### src/rtl/tcrd_pkg.sv
package tcrd_pkg;

    localparam int ADDR_BITS    = 24;
    localparam int SUBPAGE_BITS = 16;
    localparam int WORD_BITS    = 16;
    localparam int COUNT_BITS   = 16;
    localparam int STRIDE_BITS  = 16;
    localparam int SLOT_BITS    = 5;

    localparam logic FUNC_TICK  = 1'b0;
    localparam logic FUNC_START = 1'b1;

    localparam logic [SLOT_BITS-1:0] SLOT_STEP     = 5'd2;
    localparam logic [SLOT_BITS-1:0] SECOND_OFFSET = 5'd16;
    localparam logic [SLOT_BITS-1:0] RD_SLOT_A     = 5'd2;
    localparam logic [SLOT_BITS-1:0] WR_SLOT_A     = 5'd6;
    localparam logic [SLOT_BITS-1:0] RD_SLOT_B     = 5'd10;
    localparam logic [SLOT_BITS-1:0] WR_SLOT_B     = 5'd14;

    typedef struct packed {
        logic                   func;
        logic                   channel;
        logic [ADDR_BITS-1:0]   src_addr;
        logic [ADDR_BITS-1:0]   dst_addr;
        logic [COUNT_BITS-1:0]  row_width;
        logic [COUNT_BITS-1:0]  word_count;
        logic [STRIDE_BITS-1:0] src_stride;
        logic [STRIDE_BITS-1:0] dst_stride;
        logic                   vram_mode;
        logic [WORD_BITS-1:0]   read_data;
    } t_in_item;

    typedef struct packed {
        logic                 rd_valid;
        logic [ADDR_BITS-1:0] rd_addr;
        logic                 wr_valid;
        logic [ADDR_BITS-1:0] wr_addr;
        logic [WORD_BITS-1:0] wr_data;
        logic                 irq_a;
        logic                 irq_b;
        logic                 run_a;
        logic                 run_b;
    } t_out_item;

    typedef struct packed {
        logic [COUNT_BITS-1:0]  width;
        logic [COUNT_BITS-1:0]  size;
        logic [STRIDE_BITS-1:0] sstride;
        logic [STRIDE_BITS-1:0] dstride;
        logic                   vram;
    } t_desc;

    function automatic logic [ADDR_BITS-1:0] subpage_add(
        input logic [ADDR_BITS-1:0]   ptr,
        input logic [STRIDE_BITS-1:0] amount
    );
        logic [SUBPAGE_BITS-1:0] low;
        low = ptr[SUBPAGE_BITS-1:0] + SUBPAGE_BITS'(amount);
        return {ptr[ADDR_BITS-1:SUBPAGE_BITS], low};
    endfunction

endpackage

### src/rtl/two_channel_rect_dma_unit.sv
// The result of an input transfer is registered and offered in the cycle after the input is accepted.
// Throughput: one item per cycle; the result register is loaded whenever it is
// empty or its content is taken in the same cycle.
// Reset (synchronous, active low) stops both channels, clears the slot counter,
// the word and column counters, the outstanding-read flags and the result valid.
module two_channel_rect_dma_unit
    import tcrd_pkg::*;
(
    input  logic      i_clk,
    input  logic      i_rst_n,
    input  logic      i_in_valid,
    output logic      o_in_stall,
    input  t_in_item  i_in_data,
    output logic      o_out_valid,
    input  logic      i_out_stall,
    output t_out_item o_out_data
);

    logic [SLOT_BITS-1:0]  r_slot,      n_slot;
    logic [1:0]            r_run,       n_run;
    logic [1:0]            r_pend,      n_pend;
    logic [ADDR_BITS-1:0]  r_src [2],   n_src [2];
    logic [ADDR_BITS-1:0]  r_dst [2],   n_dst [2];
    logic [WORD_BITS-1:0]  r_buf [2],   n_buf [2];
    logic [COUNT_BITS-1:0] r_done [2],  n_done [2];
    logic [COUNT_BITS-1:0] r_col [2],   n_col [2];
    t_desc                 r_desc [2],  n_desc [2];
    logic                  r_out_valid, n_out_valid;
    t_out_item             r_out,       n_out;

    logic accept;

    assign o_in_stall  = r_out_valid && i_out_stall;
    assign accept      = i_in_valid && !o_in_stall;
    assign o_out_valid = r_out_valid;
    assign o_out_data  = r_out;

    always_comb begin
        logic [SLOT_BITS-1:0]  rd_slot;
        logic [SLOT_BITS-1:0]  wr_slot;
        logic                  second;
        logic                  rd_hit;
        logic                  wr_hit;
        logic [COUNT_BITS-1:0] done_inc;
        logic [COUNT_BITS-1:0] col_inc;
        logic [1:0]            irq;

        n_slot   = r_slot;
        n_run    = r_run;
        n_pend   = r_pend;
        n_src    = r_src;
        n_dst    = r_dst;
        n_buf    = r_buf;
        n_done   = r_done;
        n_col    = r_col;
        n_desc   = r_desc;
        n_out    = '0;
        irq      = '0;
        rd_slot  = '0;
        wr_slot  = '0;
        second   = 1'b0;
        rd_hit   = 1'b0;
        wr_hit   = 1'b0;
        done_inc = '0;
        col_inc  = '0;

        if (accept) begin
            if (i_in_data.func == FUNC_START) begin
                n_src[i_in_data.channel]          = i_in_data.src_addr;
                n_dst[i_in_data.channel]          = i_in_data.dst_addr;
                n_desc[i_in_data.channel].width   = i_in_data.row_width;
                n_desc[i_in_data.channel].size    = i_in_data.word_count;
                n_desc[i_in_data.channel].sstride = i_in_data.src_stride;
                n_desc[i_in_data.channel].dstride = i_in_data.dst_stride;
                n_desc[i_in_data.channel].vram    = i_in_data.vram_mode;
                n_done[i_in_data.channel]         = '0;
                n_col[i_in_data.channel]          = '0;
                n_run[i_in_data.channel]          = 1'b1;
            end else begin
                for (int c = 0; c < 2; c++) begin
                    if (r_pend[c]) begin
                        n_buf[c] = i_in_data.read_data;
                    end
                end
                n_pend = '0;

                for (int c = 0; c < 2; c++) begin
                    rd_slot  = (c == 0) ? RD_SLOT_A : RD_SLOT_B;
                    wr_slot  = (c == 0) ? WR_SLOT_A : WR_SLOT_B;
                    second   = !r_desc[c].vram;
                    rd_hit   = (r_slot == rd_slot)
                            || (second && (r_slot == rd_slot + SECOND_OFFSET));
                    wr_hit   = (r_slot == wr_slot)
                            || (second && (r_slot == wr_slot + SECOND_OFFSET));
                    done_inc = r_done[c] + COUNT_BITS'(1);
                    col_inc  = r_col[c] + COUNT_BITS'(1);
                    if (r_run[c]) begin
                        if (rd_hit) begin
                            n_out.rd_valid = 1'b1;
                            n_out.rd_addr  = r_src[c];
                            n_src[c]       = subpage_add(r_src[c], STRIDE_BITS'(1));
                            n_pend[c]      = 1'b1;
                        end else if (wr_hit) begin
                            n_out.wr_valid = 1'b1;
                            n_out.wr_addr  = r_dst[c];
                            n_out.wr_data  = n_buf[c];
                            n_done[c]      = done_inc;
                            n_col[c]       = col_inc;
                            if (done_inc == r_desc[c].size) begin
                                n_done[c] = '0;
                                n_run[c]  = 1'b0;
                                irq[c]    = 1'b1;
                            end
                            if (col_inc == r_desc[c].width) begin
                                n_col[c] = '0;
                                n_src[c] = subpage_add(r_src[c], r_desc[c].sstride);
                                n_dst[c] = subpage_add(r_dst[c],
                                                       r_desc[c].dstride + STRIDE_BITS'(1));
                            end else begin
                                n_dst[c] = subpage_add(r_dst[c], STRIDE_BITS'(1));
                            end
                        end
                    end
                end
                n_slot = r_slot + SLOT_STEP;
            end
        end

        n_out.irq_a = irq[0];
        n_out.irq_b = irq[1];
        n_out.run_a = n_run[0];
        n_out.run_b = n_run[1];
    end

    always_comb begin
        if (accept) begin
            n_out_valid = 1'b1;
        end else if (i_out_stall) begin
            n_out_valid = r_out_valid;
        end else begin
            n_out_valid = 1'b0;
        end
    end

    always_ff @(posedge i_clk) begin
        if (!i_rst_n) begin
            r_slot      <= '0;
            r_run       <= '0;
            r_pend      <= '0;
            r_out_valid <= 1'b0;
            for (int c = 0; c < 2; c++) begin
                r_done[c] <= '0;
                r_col[c]  <= '0;
            end
        end else begin
            r_slot      <= n_slot;
            r_run       <= n_run;
            r_pend      <= n_pend;
            r_out_valid <= n_out_valid;
            r_done      <= n_done;
            r_col       <= n_col;
        end
    end

    always_ff @(posedge i_clk) begin
        r_src  <= n_src;
        r_dst  <= n_dst;
        r_buf  <= n_buf;
        r_desc <= n_desc;
        if (accept) begin
            r_out <= n_out;
        end
    end

endmodule

### config.mk
export PLATFORM = sky130hd
export DESIGN_NAME = two_channel_rect_dma_unit
export DESIGN_NICKNAME = d
export VERILOG_FILES = /design/src/rtl/tcrd_pkg.sv /design/src/rtl/two_channel_rect_dma_unit.sv
export SDC_FILE = /design/constraint.sdc
export NUM_CORES = 1
export LEC_CHECK = 0
export BUFFER_PORTS_ARGS = -buffer_cell sky130_fd_sc_hd__buf_4
export CAP_MARGIN = 15
export CORE_AREA = 4 4 273 275
export DETAILED_ROUTE_END_ITERATION = 6
export DIE_AREA = 0 0 277 279
export GPL_TIMING_DRIVEN = 0
export HOLD_SLACK_MARGIN = 0.02
export PLACE_DENSITY = 0.43
export SLEW_MARGIN = 20
export SYNTH_ARGS = -nofsm -noshare
export SYNTH_HDL_FRONTEND = slang
export SYNTH_SLANG_ARGS = --single-unit
### constraint.sdc
create_clock -name i_clk -period 11 [get_ports i_clk]
set_input_delay 1.65 -clock i_clk [delete_from_list [all_inputs] [get_ports i_clk]]
set_output_delay 1.65 -clock i_clk [all_outputs]
set_load 0.03 [all_outputs]
==> results of run 1 <==
[tightest hold or removal path, delay by kind of cell, from the launching register on]
kind | cells | cell delay [ns]
flip-flops | 1 | 0.35
AND/OR/NAND/NOR | 2 | 0.12
[Yosys cell counts (all sizes together), types with 18 or more instances]
cell and count:
and3 39, xnor2 96, ha 68, a21oi 93, a22oi 29, edfxtp 328, inv 46, nor2 122
xor2 67, mux2 33, nand2 230, dfxtp 73, clkbuf 77, nor3 44, and2 54, a31oi 20
and4 21, o21ai 144, or3 20, nand4 38, nor2b 18, nor4 29, nand3 57, a21o 37
buf 25
[per-layer routing]
layer  share of wire  up-vias  wire [µm]  GRT usage
met5         0.00034        -         23          0
met2            0.47      424      32350     0.2896
met3           0.048       78       3251    0.02659
li1                -     7985          -          -
met4           0.019        4       1277    0.04063
met1            0.46     7959      31340     0.2325
[through the flow]
step           hold slack (ns)  instances
2_1_floorplan           0.4646       2003
4_1_cts                 0.5098       3275
3_5_place_dp            0.4951       3186
6_report                0.5098       3277
5_1_grt                 0.5283       3276
3_3_place_gp            0.4834       3168
[worst max path at each step]
stage	startpoint	to	slack [ns]	depth (start not counted)
6_report	i_in_data[130]	r_done[11]	6.06	9
5_1_grt	i_in_data[130]	r_done[11]	5.79	9
4_1_cts	i_in_data[130]	r_done[4]	6.04	9
3_5_place_dp	i_in_data[130]	r_done[4]	5.41	9
3_3_place_gp	i_in_data[130]	r_src[33]	-2.59	6
2_1_floorplan	i_in_data[130]	r_src[24]	2.94	5
[logic make-up (layout without fill, tap and decap cells)]
family / count (synthesis) / after routing / synth area share
mux: 45 / 45 / 0.02299
fa+ha+maj: 72 / 72 / 0.04351
other cells: 0 / 2 / 0
compound gates: 440 / 440 / 0.1305
xor+xnor: 165 / 165 / 0.06890
flops: 401 / 401 / 0.5287
buf+inv: 150 / 463 / 0.03094
simple gates: 730 / 730 / 0.1744
[layout by cell type (no fill, tap or decap), types with 21 or more instances in the layout]
cell type	n
and4_1	21
nor3_1	42
o21ai_0	141
clkbuf_1	84
a21o_1	37
inv_1	45
nand3_1	56
xor2_1	67
nand2_1	230
a22oi_1	29
buf_4	217
edfxtp_1	328
ha_1	68
xnor2_1	96
mux2_2	33
and3_1	37
nor2_1	119
a21oi_1	93
nand4_1	37
and2_1	53
nor4_1	28
clkbuf_16	50
dfxtp_1	73
[power breakdown]
| part | switching [mW] | total [mW] | internal, mW |
|---|---|---|---|
| logic | 0.192 | 0.320 | 0.128 |
| registers | 0.0252 | 1.72 | 1.69 |
| clock network | 0.651 | 1.52 | 0.867 |
[flip-flops by register name (all words and copies together) (netlist names)]
register,cells
r_desc,130
o_out_data,70
r_dst,48
r_src,48
r_buf,32
r_col,32
r_done,32
r_slot,4
r_pend,2
r_run,2
o_out_valid,1
[area by class of cell]
type | count | area share
Tap cell | 959 | 0.04639
Inverter | 48 | 0.007062
Clock buffer | 65 | 0.05132
Buffer | 102 | 0.01867
Timing Repair Buffer | 224 | 0.06825
Sequential cell | 401 | 0.4373
Multi-Input combinational cell | 1452 | 0.3650
Clock inverter | 24 | 0.005901
Antenna cell | 2 | 0.0001935
==> results.md, run 1 <==
* Clock sink count at 401
* Vias per Instance at 5.020
* Post-synth EDFFs at 328
* H-tree depth at 2
* Die Y at 279 µm
* Final nets at 2484
* Seq/Total Area, Yosys at 0.5287
* Top-level port count at 207
* Data arrival, critical path at 5.45 ns
* Syn. warnings at 0
* Layout Utilization at 0.3576
* PnR worst setup slack at 6.057 ns
* Reg2reg start: r_slot[1]
* Pleak at 9.569 nW
* CTS tree: done
* Initial antenna violation count at 5
* Die ar. at 77280 µm²
* Synth Instances at 2003
* Final Max Slew Viols at 0
* Max Cap Viol at 0
* WP buf/inv at 4
* Critical-path cell list: buf_4 > clkbuf_1 > nor2_1 > o21ai_1 > inv_1 > nor2_1 > clkbuf_1 > nand2_1 > o21ai_0
* Setup violators final at 0
* Slew @ Worst Pin at 1.039 ns
* Cell Area, Placed at 24380 µm²
* Synth Net Count at 2210
* Hold Path End: r_done[12]
* CP endpoint kind: flip-flop
* DR iter-0 viols at 1212
* Worst Path Required at 11.51 ns
* # Post-CTS Setup Buffers at 0
* Num rows at 99
* Total core area at 72340 µm²
* Top_reg_cell synth: edfxtp_1
* Starting Density at 0.2957
* Distinct cells, synth at 89
* Crit Path Max Fanout at 18
* Fillers at 7346
* Antenna viol nets, final at 0
* GRT Total Usage at 0.1713
* Largest cells by area after synthesis: edfxtp_1 (46%), dfxtp_1 (6.8%), nand2_1 (4.0%)
* R2r setup slk at 6.46 ns
* Reg2Reg Depth at 10
* Worst skew pair latency at 0.59 ns
* Syn Area/Cell at 10.68 µm²
* CP Class: in2reg
* Vias in the first global route at 16490
* Overflow after GRT at 0
* Final-report hold violation count at 0
* Via count at 16450
* Layout cells sized above 1 at 0.1654
* CTS Root Cell: clkbuf_16
* Post-synth ARST share at 0
* GPL Wtd Cong at 0.8486
* CP max stage cell: nor2_1
* Worst Setup Start Kind: input port
* Final worst-path cycle share at 0.4494
* Pwr Density at 137.4 nW/µm²
* Yosys top cell area share at 0.4604
* Worst VDD drop at 0.09777 mV
* Total wire length at 68250 µm
* Synthesized area at 21390 µm²
* Final HPWL DP at 52020 µm
* CP top delay family: buffers and inverters
* Pin count of the biggest net entering global routing at 38
* CTS Hold Bufs at 0
* Register area at 11310 µm²
* Hold Path Class: reg2reg
* CTS resizes at 0
* Synth-to-layout area growth at 20.91%
* Dpl ws at 5.412 ns
* Drt drc at 0
* Design area at 25870 µm²
* CP peak stage delay at 0.88 ns
* RR Endpoint: r_done[11]
* Footprint of the multi-input gates at 9440 µm²
* IO buf count at 206
* Hold_sp: r_done[12]
* Hold Crit Depth at 2
* RSZ-0062 raised after global routing: false
* Routed len/inst at 20.83 µm
* CTS max path bufs at 3
* Final setup TNS at 0 ns
* Slew margin rel. at 0.3032
* Cts bufs inserted at 48
* Total power at 3.555 mW
* Die width at 277 µm
* Clk slew on worst S/H paths at 0.06 ns
* F_max at 202.3 MHz
* Largest area contributor in the synthesized netlist: edfxtp_1
* Min Tclk post-route at 4.943 ns
* First drt pass iteration count at 5
* Worst Skew at 0.02573 ns
* Number of synthesized register bits at 401
* Status: finished clean
* First-pass GRT wire length at 102200 µm
No activity file was read; power rests on OpenSTA's default activity.
==> run 2, diff against run 1 <==
--- a/config.mk
+++ b/config.mk
@@ -12,7 +12,7 @@
 export DIE_AREA = 0 0 277 279
 export GPL_TIMING_DRIVEN = 0
 export HOLD_SLACK_MARGIN = 0.02
-export PLACE_DENSITY = 0.43
+export PLACE_DENSITY = 0.44
 export SLEW_MARGIN = 20
 export SYNTH_ARGS = -nofsm -noshare
 export SYNTH_HDL_FRONTEND = slang
==> constraint.sdc (replaced) <==
create_clock -name i_clk -period 4 [get_ports i_clk]
set_input_delay 0.6 -clock i_clk [delete_from_list [all_inputs] [get_ports i_clk]]
set_output_delay 0.6 -clock i_clk [all_outputs]
set_load 0.03 [all_outputs]
==> run 2 against run 1 <==
  * Combinational power grew to 2.8 times the previous value
  * Highest routed layer unchanged
  * Hold slack worse by 0.32 ns
  * Total power grew to 2.8 times the previous value
  * Critical path type is now reg2reg
  * Clock skew is 0.0014 ns higher
  * Critical path depth is 3 higher
==> results.md, run 2 (synthesized netlist as in run 1, its figures left out) <==
* Crit Path Max Fanout at 10
* Num rows at 99
* Starting Density at 0.2957
* Vias per Instance at 5.085
* DR iter-0 viols at 1128
* IO buf count at 206
* GPL Wtd Cong at 0.9005
* Data arrival, critical path at 4.12 ns
* Setup violators final at 0
* Fillers at 7271
* Footprint of the multi-input gates at 9503 µm²
* Die ar. at 77280 µm²
* R2r setup slk at 0.19 ns
* Die width at 277 µm
* Final-report hold violation count at 0
* Final worst-path cycle share at 0.9528
* Final Max Slew Viols at 0
* Via count at 16640
* Total power at 9.964 mW
* Max reg flops at 130
* Worst setup path end: r_src[8]
* Routed len/inst at 20.87 µm
* Register area at 11310 µm²
* Cell Area, Placed at 24390 µm²
* First-pass GRT wire length at 101800 µm
* Setup crit start: r_col[0]
* Cts bufs inserted at 48
* Final setup TNS at 0 ns
* First drt pass iteration count at 5
* Post-Place Cells at 3181
* Worst VDD drop at 0.2803 mV
* Clk slew on worst S/H paths at 0.06 ns
* RR Endpoint: r_src[8]
* Initial antenna violation count at 2
* Most common cell after layout, fill and taps aside: edfxtp_1
* CTS Root Cell: clkbuf_16
* Worst Path Required at 4.31 ns
* Commonest cells after routing, fill and taps aside: edfxtp_1 (328), nand2_1 (230), buf_4 (211)
* RSZ-0062 raised after global routing: false
* Min Tclk post-route at 3.811 ns
* Hold Path Class: in2reg
* Final HPWL DP at 51610 µm
* Worst Skew at 0.02718 ns
* CP endpoint kind: flip-flop
* H-tree depth at 2
* Pin count of the biggest net entering global routing at 42
* Antenna viol nets, final at 0
* Top-level port count at 207
* Clock sink count at 401
* Slew margin rel. at 0.3108
* Total core area at 72340 µm²
* CTS tree: done
* Reg2Reg Depth at 12
* GRT Total Usage at 0.1706
* Worst Setup Start Kind: flip-flop
* Drt drc at 0
* Non-Filler Instances at 3273
* CTS max path bufs at 3
* Synth-to-layout area growth at 21.67%
* Reg2reg start: r_col[0]
* Pwr Density at 382.8 nW/µm²
* Slew @ Worst Pin at 1.034 ns
* Final nets at 2481
* Overflow after GRT at 0
* Max Cap Viol at 0
* Pleak at 9.611 nW
* Status: finished clean
* Design area at 26030 µm²
* Largest Register: r_desc
* Die Y at 279 µm
* Layout cells sized above 1 at 0.1716
* Layout Utilization at 0.3598
* CP Class: reg2reg
* F_max at 262.4 MHz
* Vias in the first global route at 16370
* Total wire length at 68310 µm
* Worst skew pair latency at 0.60 ns
-- run 2: worst min-delay path by stage --
stage	cells past startpoint	to	slack [ns]	startpoint
2_1_floorplan	2	r_done[12]	0.46	r_done[12]
3_3_place_gp	1	r_done[31]	0.49	r_done[31]
3_5_place_dp	2	r_done[12]	0.49	r_done[12]
4_1_cts	1	r_desc[80]	0.15	i_in_data[31]
5_1_grt	1	r_desc[110]	0.16	i_in_data[61]
6_report	1	r_desc[80]	0.19	i_in_data[31]
-- run 2: report_power, final --
group	total [mW]	internal [mW]	switching [mW]
clock	4.35	2.52	1.83
combinational	0.894	0.359	0.534
sequential	4.72	4.65	0.0682
total	9.96	7.53	2.43
-- run 2: worst max-delay path, cell delays in order (launching register included) --
cell and delay [ns]:
dfxtp_1 0.53, ha_1 0.29, nand3_1 0.20, clkbuf_1 0.29, o21ai_0 0.21, nand4_1 0.12, nor4_1 0.49, and4_1 0.43
buf_6 0.22, a21o_1 0.14, a21oi_1 0.09, nor2_4 0.31, buf_8 0.20
-- run 2: metrics by stage --
stage          setup WS (ns)  hold slack (ns)
2_1_floorplan         0.1282           0.4646
3_3_place_gp          -2.707           0.4884
3_5_place_dp         -0.8855           0.4941
4_1_cts              0.03004           0.1520
5_1_grt              0.01793           0.1616
6_report              0.1887           0.1881
-- run 2: layer usage --
layer	up-vias	wire, µm	track usage
met5	-	14	0
met4	2	1463	0.04389
met3	85	3442	0.02408
met2	434	32220	0.2881
met1	8142	31170	0.2319
li1	7980	-	-
-- run 2: what timing repair did --
action / in CTS / in global routing
setup buffers: 1 / 1
pin swaps: 0 / 1
gates resized for setup: 7 / 9
setup endpoints to repair: 42 / 36
hold buffers: 0 / 0
-- run 2: cell type report --
| cell class | instances | share of cell area |
|---|---|---|
| clock buffers | 56 | 0.04850 |
| repair buffers | 221 | 0.06888 |
| flip-flops and latches | 401 | 0.4346 |
| inverters | 48 | 0.007211 |
| diodes | 1 | 0.00009614 |
| plain buffers | 102 | 0.01860 |
| well taps | 959 | 0.04610 |
| clock inverters | 33 | 0.01096 |
| multi-input cells | 1452 | 0.3651 |
==> run 3, diff against run 2 <==
--- a/config.mk
+++ b/config.mk
@@ -12,7 +12,7 @@
 export DIE_AREA = 0 0 277 279
 export GPL_TIMING_DRIVEN = 0
 export HOLD_SLACK_MARGIN = 0.02
-export PLACE_DENSITY = 0.44
+export PLACE_DENSITY = 0.43
 export SLEW_MARGIN = 20
 export SYNTH_ARGS = -nofsm -noshare
 export SYNTH_HDL_FRONTEND = slang
==> constraint.sdc (replaced) <==
create_clock -name i_clk -period 3.7 [get_ports i_clk]
set_input_delay 0.555 -clock i_clk [delete_from_list [all_inputs] [get_ports i_clk]]
set_output_delay 0.555 -clock i_clk [all_outputs]
set_load 0.03 [all_outputs]
==> run 3 against run 2 <==
  * Count of clock-buffer cells in the layout increased by 13
  * Critical path type unchanged
  * Critical endpoint is now r_src[38]
  * Clock skew fell by 0.0082 ns
  * Final cell count is the same
  * Global-route usage is 0.13 points higher
  * Sequential share of layout area is 0.11 points lower
  * Utilization grew 0.099 points
==> results.md, run 3 (synthesized netlist as in run 1, its figures left out) <==
* Clk slew on worst S/H paths at 0.06 ns
* Layout cells sized above 1 at 0.1786
* Pin count of the biggest net entering global routing at 42
* Total core area at 72340 µm²
* Crit Path Max Fanout at 10
* IO buf count at 206
* Total power at 10.75 mW
* CP Class: reg2reg
* Vias per Instance at 5.017
* Final Max Slew Viols at 0
* Max Cap Viol at 0
* Fillers at 7301
* Antenna viol nets, final at 0
* Worst Path Required at 4.15 ns
* Num rows at 99
* Setup crit start: r_desc[65]
* Slew margin rel. at 0.3479
* Final worst-path cycle share at 0.9459
* R2r setup slk at 0.20 ns
* Worst VDD drop at 0.2891 mV
* Final-report hold violation count at 0
* Final HPWL DP at 51570 µm
* GPL Wtd Cong at 0.8556
* Slew @ Worst Pin at 0.9717 ns
* GRT Total Usage at 0.1719
* CTS Root Cell: clkbuf_16
* CTS max path bufs at 3
* First-pass GRT wire length at 103100 µm
* Worst Setup Start Kind: flip-flop
* F_max at 285.7 MHz
* Most common cell after layout, fill and taps aside: edfxtp_1
* Worst Skew at 0.01902 ns
* Initial antenna violation count at 2
* Via count at 16420
* Overflow after GRT at 0
* H-tree depth at 2
* Clock sink count at 401
* Hold_ws at 0.1550 ns
* Die width at 277 µm
* Drt drc at 0
* Hold Path Class: in2reg
* Die ar. at 77280 µm²
* Setup violators final at 0
* Cts bufs inserted at 49
* Worst skew pair latency at 0.59 ns
* Status: finished clean
* RSZ-0062 raised after global routing: false
* Max reg flops at 130
* Pleak at 9.625 nW
* Die Y at 279 µm
* CP endpoint kind: flip-flop
* Largest Register: r_desc
* Synth-to-layout area growth at 22.00%
* Worst setup path end: r_src[38]
* Vias in the first global route at 16520
* CTS tree: done
* DR iter-0 viols at 957
* Starting Density at 0.2957
* RR Endpoint: r_src[38]
* Final setup TNS at 0 ns
* Layout Utilization at 0.3608
* Final nets at 2483
* Reg2Reg Depth at 12
* Commonest cells after routing, fill and taps aside: edfxtp_1 (328), nand2_1 (227), buf_4 (213)
* CTS Hold Bufs at 0
* Pwr Density at 412.0 nW/µm²
* Data arrival, critical path at 3.95 ns
* Reg2reg start: r_desc[65]
* Routed len/inst at 20.84 µm
* Total wire length at 68220 µm
* Min Tclk post-route at 3.500 ns
* First drt pass iteration count at 5
* Top-level port count at 207
run 3: worst min path at each step:
stage | from | to | depth (start not counted)
after floorplan | r_done[12] | r_done[12] | 2
after global placement | r_done[31] | r_done[31] | 1
after detailed placement | r_done[31] | r_done[31] | 1
after CTS | i_in_data[18] | r_desc[67] | 1
after global routing | i_in_data[23] | r_desc[72] | 1
final | i_in_data[42] | r_desc[26] | 1
run 3: critical path, stage by stage, from the launching register on:
cell and delay, ns:
edfxtp_1 0.41, a21oi_2 0.29, nand2_2 0.19, buf_2 0.27, and2_1 0.20, ha_1 0.32
nor3_1 0.06, nor2_1 0.25, a21boi_2 0.32, a221o_1 0.23, a21oi_1 0.11, or4b_2 0.61
nand3_1 0.09
run 3: cell type report:
type / count / area [µm²] / share of cell area
clock buffers: 69 / 1425 / 0.05460
repair inverters: 1 / 5.005 / 0.0001918
plain buffers: 101 / 484.2 / 0.01855
multi-input cells: 1452 / 9562 / 0.3663
repair buffers: 222 / 1790 / 0.06860
clock inverters: 19 / 126.4 / 0.004842
well taps: 959 / 1200 / 0.04597
diodes: 1 / 2.502 / 0.00009588
flip-flops and latches: 401 / 11310 / 0.4334
inverters: 48 / 192.7 / 0.007383
run 3: stage by stage:
step	cells	cell area, µm²	setup slack (ns)
after global routing	3272	26100	0.01991
after detailed placement	3178	24350	-1.341
after global placement	3168	24170	-2.957
after floorplan	2003	21420	0.08941
final	3273	26100	0.2001
after CTS	3271	26030	0.001978
run 3: timing repair:
action                                  4_1_cts  5_1_grt
buffers inserted                              4        2
endpoints found under the setup margin       80       72
resized for setup                            17       17
cloned                                        1        0
pin swaps                                     3        1
run 3: metal layers:
metal	vias up	wire length, µm	track usage
li1	7958	-	-
met1	8002	31560	0.2345
met2	364	32230	0.2887
met3	96	2902	0.02709
met4	2	1515	0.04115
met5	-	13	0
run 3: report_power, final:
| part | internal, mW | switching (mW) |
|---|---|---|
| clock network | 2.74 | 1.94 |
| registers | 5.03 | 0.0727 |
| logic | 0.390 | 0.581 |
